File: config.mk
export PLATFORM = sky130hd
export DESIGN_NAME = contiguous_chunk_allocator
export DESIGN_NICKNAME = d
export VERILOG_FILES = /design/src/cca_pkg.sv /design/src/cca_ctrl.sv /design/src/cca_dp.sv /design/src/contiguous_chunk_allocator.sv
export SDC_FILE = /design/constraint.sdc
export NUM_CORES = 2
export LEC_CHECK = 0
export BUFFER_PORTS_ARGS = -buffer_cell sky130_fd_sc_hd__clkbuf_2
export CAP_MARGIN = 20
export CORE_MARGIN = 3
export CORE_UTILIZATION = 35
export DETAILED_ROUTE_END_ITERATION = 12
export PLACE_DENSITY_LB_ADDON = 0.25
export RECOVER_POWER = 25
export SLEW_MARGIN = 0
export SYNTH_ARGS = -nofsm -noshare
export SYNTH_HDL_FRONTEND = slang
export SYNTH_SLANG_ARGS = --single-unit
File: constraint.sdc
create_clock -name clk -period 42.6 [get_ports clk]
set_clock_uncertainty 0.1 [all_clocks]
set_input_delay 4.26 -clock clk [delete_from_list [all_inputs] [get_ports clk]]
set_output_delay 4.26 -clock clk [all_outputs]
set_load 0.01 [all_outputs]
File: src/cca_pkg.sv
// ----------------------------------------------------------------------------
// cca_pkg
// Shared types and constants for the contiguous chunk allocator: the
// controller states, the command and status bundles between the controller
// and the datapath, and the fixed field widths of the stream ports.
// ----------------------------------------------------------------------------
`default_nettype none

package cca_pkg;

  // Field widths of the stream payloads.
  localparam int COUNT_W     = 11;
  localparam int CHUNK_W     = 10;
  localparam int IN_TDATA_W  = 24;
  localparam int OUT_TDATA_W = 16;

  // The chunk map is stored as words of this many bits.
  localparam int WORD_BITS  = 8;
  localparam int WORD_SHIFT = 3;

  typedef enum logic [2:0] {
    ST_CLEAR,
    ST_IDLE,
    ST_CHECK,
    ST_SCAN_RUN,
    ST_SCAN_NF,
    ST_MARK,
    ST_RESP
  } cca_state_t;

  typedef enum logic [1:0] {
    HINT_KEEP,
    HINT_FROM_SCAN,
    HINT_MIN_START
  } hint_op_t;

  typedef enum logic [1:0] {
    RES_KEEP,
    RES_FAIL,
    RES_ALLOC,
    RES_FREE
  } res_op_t;

  typedef struct packed {
    logic     load_req;
    logic     clear_en;
    logic     scan_init;
    logic     scan_nf;
    logic     scan_en;
    logic     mark_init;
    logic     mark_en;
    logic     out_load;
    hint_op_t hint_op;
    res_op_t  res_op;
  } cca_cmd_t;

  typedef struct packed {
    logic clear_done;
    logic req_ok;
    logic req_free;
    logic scan_done;
    logic scan_found;
    logic mark_done;
    logic pos_at_hint;
  } cca_status_t;

endpackage

`default_nettype wire

File: src/cca_ctrl.sv
// ----------------------------------------------------------------------------
// cca_ctrl
// Controller of the chunk allocator. Sequences the clearing pass, request
// check, run search, map update, hint search and result hand-off.
// ----------------------------------------------------------------------------
`default_nettype none

module cca_ctrl
  import cca_pkg::*;
(
  input  wire         clk,
  input  wire         rst,
  input  wire         in_valid,
  output logic        in_ready,
  input  wire         out_busy,
  input  cca_status_t status,
  output cca_cmd_t    cmd
);

  cca_state_t state;
  cca_state_t state_next;

  always_ff @(posedge clk) begin
    if (rst) begin
      state <= ST_CLEAR;
    end else begin
      state <= state_next;
    end
  end

  always_comb begin
    state_next = state;
    cmd        = '0;
    cmd.hint_op = HINT_KEEP;
    cmd.res_op  = RES_KEEP;
    in_ready   = 1'b0;
    case (state)
      ST_CLEAR: begin
        cmd.clear_en = 1'b1;
        if (status.clear_done) begin
          state_next = ST_IDLE;
        end
      end
      ST_IDLE: begin
        in_ready = 1'b1;
        if (in_valid) begin
          cmd.load_req = 1'b1;
          state_next   = ST_CHECK;
        end
      end
      ST_CHECK: begin
        if (!status.req_ok) begin
          cmd.res_op = RES_FAIL;
          state_next = ST_RESP;
        end else if (status.req_free) begin
          cmd.mark_init = 1'b1;
          state_next    = ST_MARK;
        end else begin
          cmd.scan_init = 1'b1;
          state_next    = ST_SCAN_RUN;
        end
      end
      ST_SCAN_RUN: begin
        cmd.scan_en = 1'b1;
        if (status.scan_done) begin
          if (status.scan_found) begin
            cmd.mark_init = 1'b1;
            state_next    = ST_MARK;
          end else begin
            cmd.res_op = RES_FAIL;
            state_next = ST_RESP;
          end
        end
      end
      ST_SCAN_NF: begin
        cmd.scan_en = 1'b1;
        cmd.scan_nf = 1'b1;
        if (status.scan_done) begin
          cmd.hint_op = HINT_FROM_SCAN;
          state_next  = ST_RESP;
        end
      end
      ST_MARK: begin
        cmd.mark_en = 1'b1;
        if (status.mark_done) begin
          if (status.req_free) begin
            cmd.hint_op = HINT_MIN_START;
            cmd.res_op  = RES_FREE;
            state_next  = ST_RESP;
          end else begin
            cmd.res_op = RES_ALLOC;
            // A run taken at the hint moves the hint to the next free chunk.
            if (status.pos_at_hint) begin
              cmd.scan_init = 1'b1;
              cmd.scan_nf   = 1'b1;
              state_next    = ST_SCAN_NF;
            end else begin
              state_next = ST_RESP;
            end
          end
        end
      end
      ST_RESP: begin
        if (!out_busy) begin
          cmd.out_load = 1'b1;
          state_next   = ST_IDLE;
        end
      end
      default: begin
        state_next = ST_IDLE;
      end
    endcase
  end

endmodule

`default_nettype wire

File: src/cca_dp.sv
// ----------------------------------------------------------------------------
// cca_dp
// Datapath of the chunk allocator: the chunk map memory, the word-wide run
// scanner, the read-modify-write marker, the hint and the result registers.
// ----------------------------------------------------------------------------
`default_nettype none

module cca_dp
  import cca_pkg::*;
#(
  parameter int NUM_CHUNKS = 1024
) (
  input  wire                 clk,
  input  wire                 rst,
  input  cca_cmd_t            cmd,
  output cca_status_t         status,
  input  wire                 in_op,
  input  wire [COUNT_W-1:0]   in_count,
  input  wire [CHUNK_W-1:0]   in_start,
  output logic                res_ok,
  output logic [CHUNK_W-1:0]  res_chunk
);

  localparam int IW = $clog2(NUM_CHUNKS + 1);
  localparam int PW = IW + 1;
  localparam int NW = (NUM_CHUNKS + WORD_BITS - 1) / WORD_BITS;
  localparam int AW = (NW > 1) ? $clog2(NW) : 1;
  localparam logic [AW-1:0] LAST_ADDR = AW'(NW - 1);
  localparam logic [PW-1:0] N_PW      = PW'(NUM_CHUNKS);
  localparam logic [31:0]   N32       = 32'(NUM_CHUNKS);

  logic [WORD_BITS-1:0] mem [NW];

  // Request and hint.
  logic               req_op;
  logic [COUNT_W-1:0] req_count;
  logic [CHUNK_W-1:0] req_start;
  logic [IW-1:0]      hint;

  // Shared read pipeline.
  logic [AW-1:0]        raddr;
  logic [AW-1:0]        last_addr;
  logic                 issuing;
  logic                 rvalid;
  logic [AW-1:0]        rtag;
  logic [WORD_BITS-1:0] rdata;

  // Scan and mark state.
  logic [PW-1:0] scan_base;
  logic [PW-1:0] scan_len;
  logic [PW-1:0] run;
  logic [PW-1:0] pos;
  logic          scan_done;
  logic          scan_found;
  logic [PW-1:0] mark_lo;
  logic [PW-1:0] mark_hi;
  logic          mark_done;
  logic [AW-1:0] clr_addr;

  // Derived request values.
  logic [PW-1:0] cnt_i;
  logic [PW-1:0] start_i;
  logic [11:0]   free_end;
  logic          req_ok;
  logic [PW-1:0] nf_base;
  logic [PW-1:0] init_base;
  logic [PW-1:0] init_lo;
  logic [PW-1:0] init_hi;

  // Word processing.
  logic [PW-1:0]        word_pos;
  logic [PW-1:0]        idx;
  logic [PW-1:0]        run_v;
  logic [PW-1:0]        pos_v;
  logic                 found_v;
  logic                 bit_used;
  logic [WORD_BITS-1:0] mark_mask;
  logic                 we;
  logic [AW-1:0]        waddr;
  logic [WORD_BITS-1:0] wdata;

  assign cnt_i    = PW'(req_count);
  assign start_i  = PW'(req_start);
  assign free_end = 12'(req_start) + 12'(req_count);

  always_comb begin
    if (req_op) begin
      req_ok = (req_count != '0) && ({20'b0, free_end} <= N32);
    end else begin
      req_ok = (req_count != '0) && ({21'b0, req_count} <= N32);
    end
  end

  assign nf_base   = pos + cnt_i;
  assign init_base = cmd.scan_nf ? nf_base : PW'(hint);
  assign init_lo   = req_op ? start_i : pos;
  assign init_hi   = init_lo + cnt_i;

  assign status.clear_done  = (clr_addr == LAST_ADDR);
  assign status.req_ok      = req_ok;
  assign status.req_free    = req_op;
  assign status.scan_done   = scan_done;
  assign status.scan_found  = scan_found;
  assign status.mark_done   = mark_done;
  assign status.pos_at_hint = (pos == PW'(hint));

  assign word_pos = PW'({rtag, {WORD_SHIFT{1'b0}}});

  // First-fit chain over the bits of one word. Chunks below the scan start
  // and beyond the end of the map count as used.
  always_comb begin
    run_v     = run;
    pos_v     = pos;
    found_v   = 1'b0;
    mark_mask = '0;
    idx       = '0;
    bit_used  = 1'b0;
    for (int j = 0; j < WORD_BITS; j++) begin
      idx      = word_pos + PW'(j);
      bit_used = rdata[j] || (idx < scan_base) || (idx >= N_PW);
      if (!found_v) begin
        if (bit_used) begin
          run_v = '0;
        end else begin
          run_v = run_v + PW'(1);
        end
        if (run_v == scan_len) begin
          found_v = 1'b1;
          pos_v   = idx + PW'(1) - scan_len;
        end
      end
      mark_mask[j] = (idx >= mark_lo) && (idx < mark_hi);
    end
  end

  always_comb begin
    we    = 1'b0;
    waddr = rtag;
    wdata = req_op ? (rdata & ~mark_mask) : (rdata | mark_mask);
    if (cmd.clear_en) begin
      we    = 1'b1;
      waddr = clr_addr;
      wdata = '0;
    end else if (cmd.mark_en && rvalid) begin
      we = 1'b1;
    end
  end

  always_ff @(posedge clk) begin
    if (we) begin
      mem[waddr] <= wdata;
    end
    rdata <= mem[raddr];
  end

  always_ff @(posedge clk) begin
    if (cmd.load_req) begin
      req_op    <= in_op;
      req_count <= in_count;
      req_start <= in_start;
    end
    case (cmd.res_op)
      RES_FAIL: begin
        res_ok    <= 1'b0;
        res_chunk <= '0;
      end
      RES_ALLOC: begin
        res_ok    <= 1'b1;
        res_chunk <= CHUNK_W'(pos);
      end
      RES_FREE: begin
        res_ok    <= 1'b1;
        res_chunk <= '0;
      end
      default: begin
      end
    endcase
    if (cmd.scan_init) begin
      scan_base <= init_base;
      scan_len  <= cmd.scan_nf ? PW'(1) : cnt_i;
      run       <= '0;
      raddr     <= AW'(init_base >> WORD_SHIFT);
    end else if (cmd.mark_init) begin
      mark_lo   <= init_lo;
      mark_hi   <= init_hi;
      raddr     <= AW'(init_lo >> WORD_SHIFT);
      last_addr <= AW'((init_hi - PW'(1)) >> WORD_SHIFT);
    end else begin
      if ((cmd.scan_en || cmd.mark_en) && issuing && (raddr != last_addr)) begin
        raddr <= AW'(raddr + 1'b1);
      end
      if ((cmd.scan_en || cmd.mark_en) && issuing) begin
        rtag <= raddr;
      end
      if (cmd.scan_en && rvalid && !scan_done) begin
        run <= run_v;
        if (found_v) begin
          pos <= pos_v;
        end
      end
    end
    if (cmd.scan_init) begin
      last_addr <= LAST_ADDR;
    end
  end

  always_ff @(posedge clk) begin
    if (rst) begin
      hint       <= '0;
      issuing    <= 1'b0;
      rvalid     <= 1'b0;
      scan_done  <= 1'b0;
      scan_found <= 1'b0;
      mark_done  <= 1'b0;
      clr_addr   <= '0;
    end else begin
      if (cmd.clear_en && (clr_addr != LAST_ADDR)) begin
        clr_addr <= AW'(clr_addr + 1'b1);
      end
      case (cmd.hint_op)
        HINT_FROM_SCAN: begin
          hint <= scan_found ? IW'(pos) : IW'(NUM_CHUNKS);
        end
        HINT_MIN_START: begin
          if (start_i < PW'(hint)) begin
            hint <= IW'(start_i);
          end
        end
        default: begin
        end
      endcase
      if (cmd.scan_init) begin
        rvalid     <= 1'b0;
        issuing    <= (init_base < N_PW);
        scan_done  <= (init_base >= N_PW);
        scan_found <= 1'b0;
      end else if (cmd.mark_init) begin
        rvalid    <= 1'b0;
        issuing   <= 1'b1;
        mark_done <= 1'b0;
      end else begin
        if ((cmd.scan_en || cmd.mark_en) && issuing) begin
          rvalid <= 1'b1;
          if (raddr == last_addr) begin
            issuing <= 1'b0;
          end
        end else begin
          rvalid <= 1'b0;
        end
        if (cmd.scan_en && rvalid && !scan_done) begin
          if (found_v) begin
            scan_done  <= 1'b1;
            scan_found <= 1'b1;
          end else if (rtag == LAST_ADDR) begin
            scan_done <= 1'b1;
          end
        end
        if (cmd.mark_en && rvalid && (rtag == last_addr)) begin
          mark_done <= 1'b1;
        end
      end
    end
  end

endmodule

`default_nettype wire

File: src/contiguous_chunk_allocator.sv
// ----------------------------------------------------------------------------
// contiguous_chunk_allocator
// First-fit allocator over a map of fixed-size chunks with a hint to the
// lowest free chunk. Allocate requests take a run of free chunks, free
// requests release one.
//
//   Channel  Dir  tdata (low bit up)                      tuser
//   s_*      in   run_len[10:0], start_chunk[20:11]       op (0 alloc, 1 free)
//   m_*      out  ok[0], result_chunk[10:1]               -
//
// The map is held as 8-chunk words in one memory. After reset a clearing
// pass writes one word a cycle over the whole map before the first beat
// is taken. An allocate is checked, scans the map from the hint for a run
// and marks the words of the run; a run taken at the hint is followed by a
// scan for the next free chunk, which becomes the new hint. A free is
// checked, clears the words of its run and lowers the hint to its start if
// that is below it. A request refused at the check, and an allocate that
// finds no run, go straight to the result. The next beat is taken at the
// earliest in the cycle after the result is loaded. One request is handled
// at a time; a result beat waits in the output register while the next
// request is taken, and the following result waits until that beat is taken.
// ----------------------------------------------------------------------------
`default_nettype none

module contiguous_chunk_allocator
  import cca_pkg::*;
#(
  parameter int NUM_CHUNKS = 1024
) (
  input  wire                    clk,
  input  wire                    rst,
  input  wire                    s_tvalid,
  output logic                   s_tready,
  input  wire [IN_TDATA_W-1:0]   s_tdata,   // run_len, start_chunk
  input  wire [0:0]              s_tuser,   // op
  output logic                   m_tvalid,
  input  wire                    m_tready,
  output logic [OUT_TDATA_W-1:0] m_tdata    // ok, result_chunk
);

  cca_cmd_t           cmd;
  cca_status_t        status;
  logic               res_ok;
  logic [CHUNK_W-1:0] res_chunk;
  logic               out_busy;

  assign out_busy = m_tvalid && !m_tready;

  cca_ctrl u_ctrl (
    .clk      (clk),
    .rst      (rst),
    .in_valid (s_tvalid),
    .in_ready (s_tready),
    .out_busy (out_busy),
    .status   (status),
    .cmd      (cmd)
  );

  cca_dp #(
    .NUM_CHUNKS (NUM_CHUNKS)
  ) u_dp (
    .clk       (clk),
    .rst       (rst),
    .cmd       (cmd),
    .status    (status),
    .in_op     (s_tuser[0]),
    .in_count  (s_tdata[COUNT_W-1:0]),
    .in_start  (s_tdata[COUNT_W+CHUNK_W-1:COUNT_W]),
    .res_ok    (res_ok),
    .res_chunk (res_chunk)
  );

  always_ff @(posedge clk) begin
    if (rst) begin
      m_tvalid <= 1'b0;
    end else if (cmd.out_load) begin
      m_tvalid <= 1'b1;
    end else if (m_tready) begin
      m_tvalid <= 1'b0;
    end
  end

  always_ff @(posedge clk) begin
    if (cmd.out_load) begin
      m_tdata <= {{(OUT_TDATA_W - CHUNK_W - 1){1'b0}}, res_chunk, res_ok};
    end
  end

endmodule

`default_nettype wire
==> summary.md <==
| Metric | Value |
|---|---|
| Initial antenna violation count | 3 |
| First-pass GRT wire length | 263000 um |
| Crit path time final | 17.01 ns |
| Cells after Synth | 4382 |
| Nets@finish | between 4000 and 5000 |
| Total setup buffers inserted after CTS | 0 |
| Worst setup path endpoint | u_dp.pos[1]$_DFFE_PP_ |
| CTS HTree Levels | 3 |
| Antenna-violating nets left | 0 |
| Drt initial violations | 4253 |
| Violated checks | capacitance limit, slew limit |
| Top FF cell, synth | edfxtp_1 |
| 1st-pass router iterations | 5 |
| Clock root buffer | clkbuf_16 |
| Post-route DRC | 0 |
| Met1 Use GR | 0.289 |
| Yosys warns | 0 |
| Startpoint types | register |
| RSZ-0062 raised after global routing | false |
| GR Util met2 | 0.298 |
| CP Data Required Time | roughly 43 ns |
| Reg2Reg Launch Point | u_dp.rtag[0]$_DFFE_PP_ |
| Drt wl/cell | 26.3 um |
| Yosys cell types | 139 |
| DIE HEIGHT | 423 um |
| WS Path Type | register to register |
| TNS Setup | 0 ns |
| Number of global-route vias before repair | 38407 |
| Clock Sinks | about 1200 |
| Run status | finished, violations left |
| Antenna diodes | 0 |
| Starting Density | 0.353 |
| Via Count | approximately 40000 |
| Top-area cell type share of the netlist area | 0.564 |
| Worst-path clk slew | 0.06 ns |
| Slew Limit Fails | 599 |
| Via density | 5.89 |
| PwrDens | approximately 39 mW/mm^2 |
| WHS | between 0.3 and 0.4 ns |
| Critical path capture point type | register |
| Fill cells | ~16000 |
| Grt ovf | 0 |
| Async SR Flop Fraction | 0 |
| Netlist Area Pre-Place | 0.0608 sq mm |
| Die width | approximately 420 um |
| CTS Buf Count | 121 |
| Synth area leader | edfxtp_1 |
| Total of max-cap violations | 13 |
| Top Ports | 47 |
| GRT Util Overall | 0.195 |
| Share of layout cells above drive strength 1 | 0.175 |
| Syn avg cell area | 13.9 sq um |
| Fmax | 0.0588 GHz |
| Max_slew headroom | -5.27 |
| Die Area | 0.179 sq mm |
| # setup viols final | 0 |
| R2r worst-path depth | 47 |
| Post-layout util | 0.393 |
| Area of the core | 0.172 sq mm |
| Top cell by count, worst path | inv_1 |
| R2r setup slk | 25.59 ns |
| Port Buffers | 38 |
| WP data arrival | 17.23 ns |
| Clk Latency, worst-skew pair | 0.76 ns |
| Hpwl dp | approximately 120000 um |
| Critical Path Start | u_dp.rtag[0]$_DFFE_PP_ |
| Worst Path Max Fanout | 23 |
| GRT met3 Usage | 0.0281 |
| Sequential-to-total area share from yosys stat | 0.581 |
| CP max stage delay | 1.00 ns |
| RD Place Congestion | 0.920 |
| Leading post-synthesis cells by cell area | edfxtp_1 (56%), mux4_2 (12%), nor2_1 (2.4%) |
| Post-CTS Resized | 0 |
| CTS tree | yes |
| Clock Path Buffers | 3 |
| Layout area overhead | 11.2% |
| EDFF count, synth | ~1100 |
| Final worst-path cycle share | 0.399 |
| Final hold vios | 0 |
| Routed WL | 179000 um |
| GR peak layer | met2 |
| Post-cts hold buffer count | 0 |
| Leakage | 0.0214 uW |
| Largest net degree at the start of global routing | 143 |
| Hold crit path type | register to register |
| Reg2Reg Capture Point | u_dp.pos[1]$_DFFE_PP_ |
| Slowest CP cell | o31ai_1 |
| Core Rows | approximately 150 |
| Worst Max-Slew Pin Slew | between 9 and 10 ns |
| VDD IR max | approximately 0.036 mV |
| Yosys reg bits | about 1200 |
[routing by layer]
layer | vias up | wire (um)
li1 | 17427 | -
met1 | 20567 | 79900
met2 | 1631 | 80900
met3 | 274 | 13100
met4 | 2 | 4710
met5 | - | 13
[report_power, final]
group	internal, uW	switching [uW]	leakage (uW)
sequential	1340	14.0	0.0110
clock	623	459	0.00195
combinational	41.0	144	0.00853
total	2010	617	0.0214
[worst min-delay path by stage]
stage / startpoint / cells past startpoint / slack, ns / to
after floorplan: u_dp.res_ok$_DFFE_PP_ / 0 / 0.30 / m_tdata[0]$_DFFE_PP_
after detailed placement: u_dp.res_chunk[9]$_SDFFCE_PP0P_ / 0 / 0.31 / m_tdata[10]$_DFFE_PP_
after global routing: u_dp.res_chunk[8]$_SDFFCE_PP0P_ / 0 / 0.32 / m_tdata[9]$_DFFE_PP_
after global placement: u_dp.res_chunk[8]$_SDFFCE_PP0P_ / 0 / 0.30 / m_tdata[9]$_DFFE_PP_
after CTS: u_dp.res_chunk[9]$_SDFFCE_PP0P_ / 0 / 0.32 / m_tdata[10]$_DFFE_PP_
final: u_dp.res_chunk[9]$_SDFFCE_PP0P_ / 0 / 0.32 / m_tdata[10]$_DFFE_PP_
[worst max-delay path, delay by kind of cell (launching register included)]
kind | cells | cell delay [ns]
DFF | 1 | 0.36
adders and majority gates | 4 | 1.41
xor gates and xnor gates | 1 | 0.24
and+or+nand+nor | 20 | 6.93
buffers and inverters | 7 | 1.79
AOI/OAI and AO/OA | 15 | 5.68
[layout by cell type, fill, tap and decap left out, types with 26 or more instances in the layout]
cell type  netlist  layout
buf_4           12      65
and3_1          37      37
mux2_2          38      28
a31oi_1         34      34
a211oi_1        44      44
o21ai_0        174     173
dfxtp_1         54      54
nor3_1         117     117
o211ai_1        49      49
edfxtp_1      1141    1141
mux2i_1         38      38
mux4_2         336     336
nor2_1         382     378
ha_1           100     100
nand4_1         57      57
inv_1          114     114
nand2_1        228     228
clkbuf_16        0     121
clkinv_1         6      26
o22ai_1         26      26
xor2_1          52      52
nand3_1        110     106
nand2b_1        34      33
xnor2_1        106     106
or3_1           34      34
clkbuf_1       181      44
and2_1          49      40
clkbuf_2         1      36
a22oi_1         28      28
a21oi_1        172     166
nor4_1          38      37
a21o_1          28      28
[per-stage QoR]
step                setup slack (ns)  cells  total power [uW]  area, sq um
floorplan                      28.86   4386              1480        60800
global placement               26.31   6550              1560        63600
detailed placement             26.20   6551              1570        63600
CTS                            26.05   6774              2650        67700
global route                   24.72   6778              2710        67600
finish                         25.59   6778              2620        67600
[synthesized netlist by cell type, types with 40 or more instances]
library cell / instances
buf_1: 40
o211ai_1: 49
o21ai_0: 174
nor3_1: 117
xor2_1: 52
and2_1: 49
a21oi_1: 172
nor2_1: 382
dfxtp_1: 54
clkbuf_1: 181
inv_1: 114
mux4_2: 336
nand4_1: 57
nand2_1: 228
edfxtp_1: 1141
a211oi_1: 44
nand3_1: 110
xnor2_1: 106
ha_1: 100
[area by class of cell]
cell class	instances	area (sq um)	area share
inverter	120	450	0.00666
tap	2310	2890	0.0428
sequential	1195	35300	0.523
clock buffer	148	3140	0.0464
clock inverter	75	922	0.0136
timing repair buffer	125	815	0.0120
multi-input combinational	2805	24000	0.356
[kinds of logic after synthesis]
group,share of synthesized area
simple gates,0.103
flops,0.581
compound gates,0.103
mux,0.138
buf+inv,0.0258
xor+xnor,0.0242
fa+ha+maj,0.0239
other cells,0.0000617
[registers in the layout, summed over array words and instances (netlist names), 3 cells and up]
| signal | cells |
|---|---|
| m_tdata | 11 |
| u_ctrl.state | 3 |
| u_dp.clr_addr | 7 |
| u_dp.hint | 11 |
| u_dp.last_addr | 7 |
| u_dp.mark_hi | 12 |
| u_dp.mark_lo | 12 |
| u_dp.mem | 1024 |
| u_dp.pos | 12 |
| u_dp.raddr | 7 |
| u_dp.rdata | 8 |
| u_dp.req_count | 11 |
| u_dp.req_start | 10 |
| u_dp.res_chunk | 10 |
| u_dp.rtag | 7 |
| u_dp.run | 12 |
| u_dp.scan_base | 12 |
| u_dp.scan_len | 11 |
No activity file was read; power rests on OpenSTA's default activity.
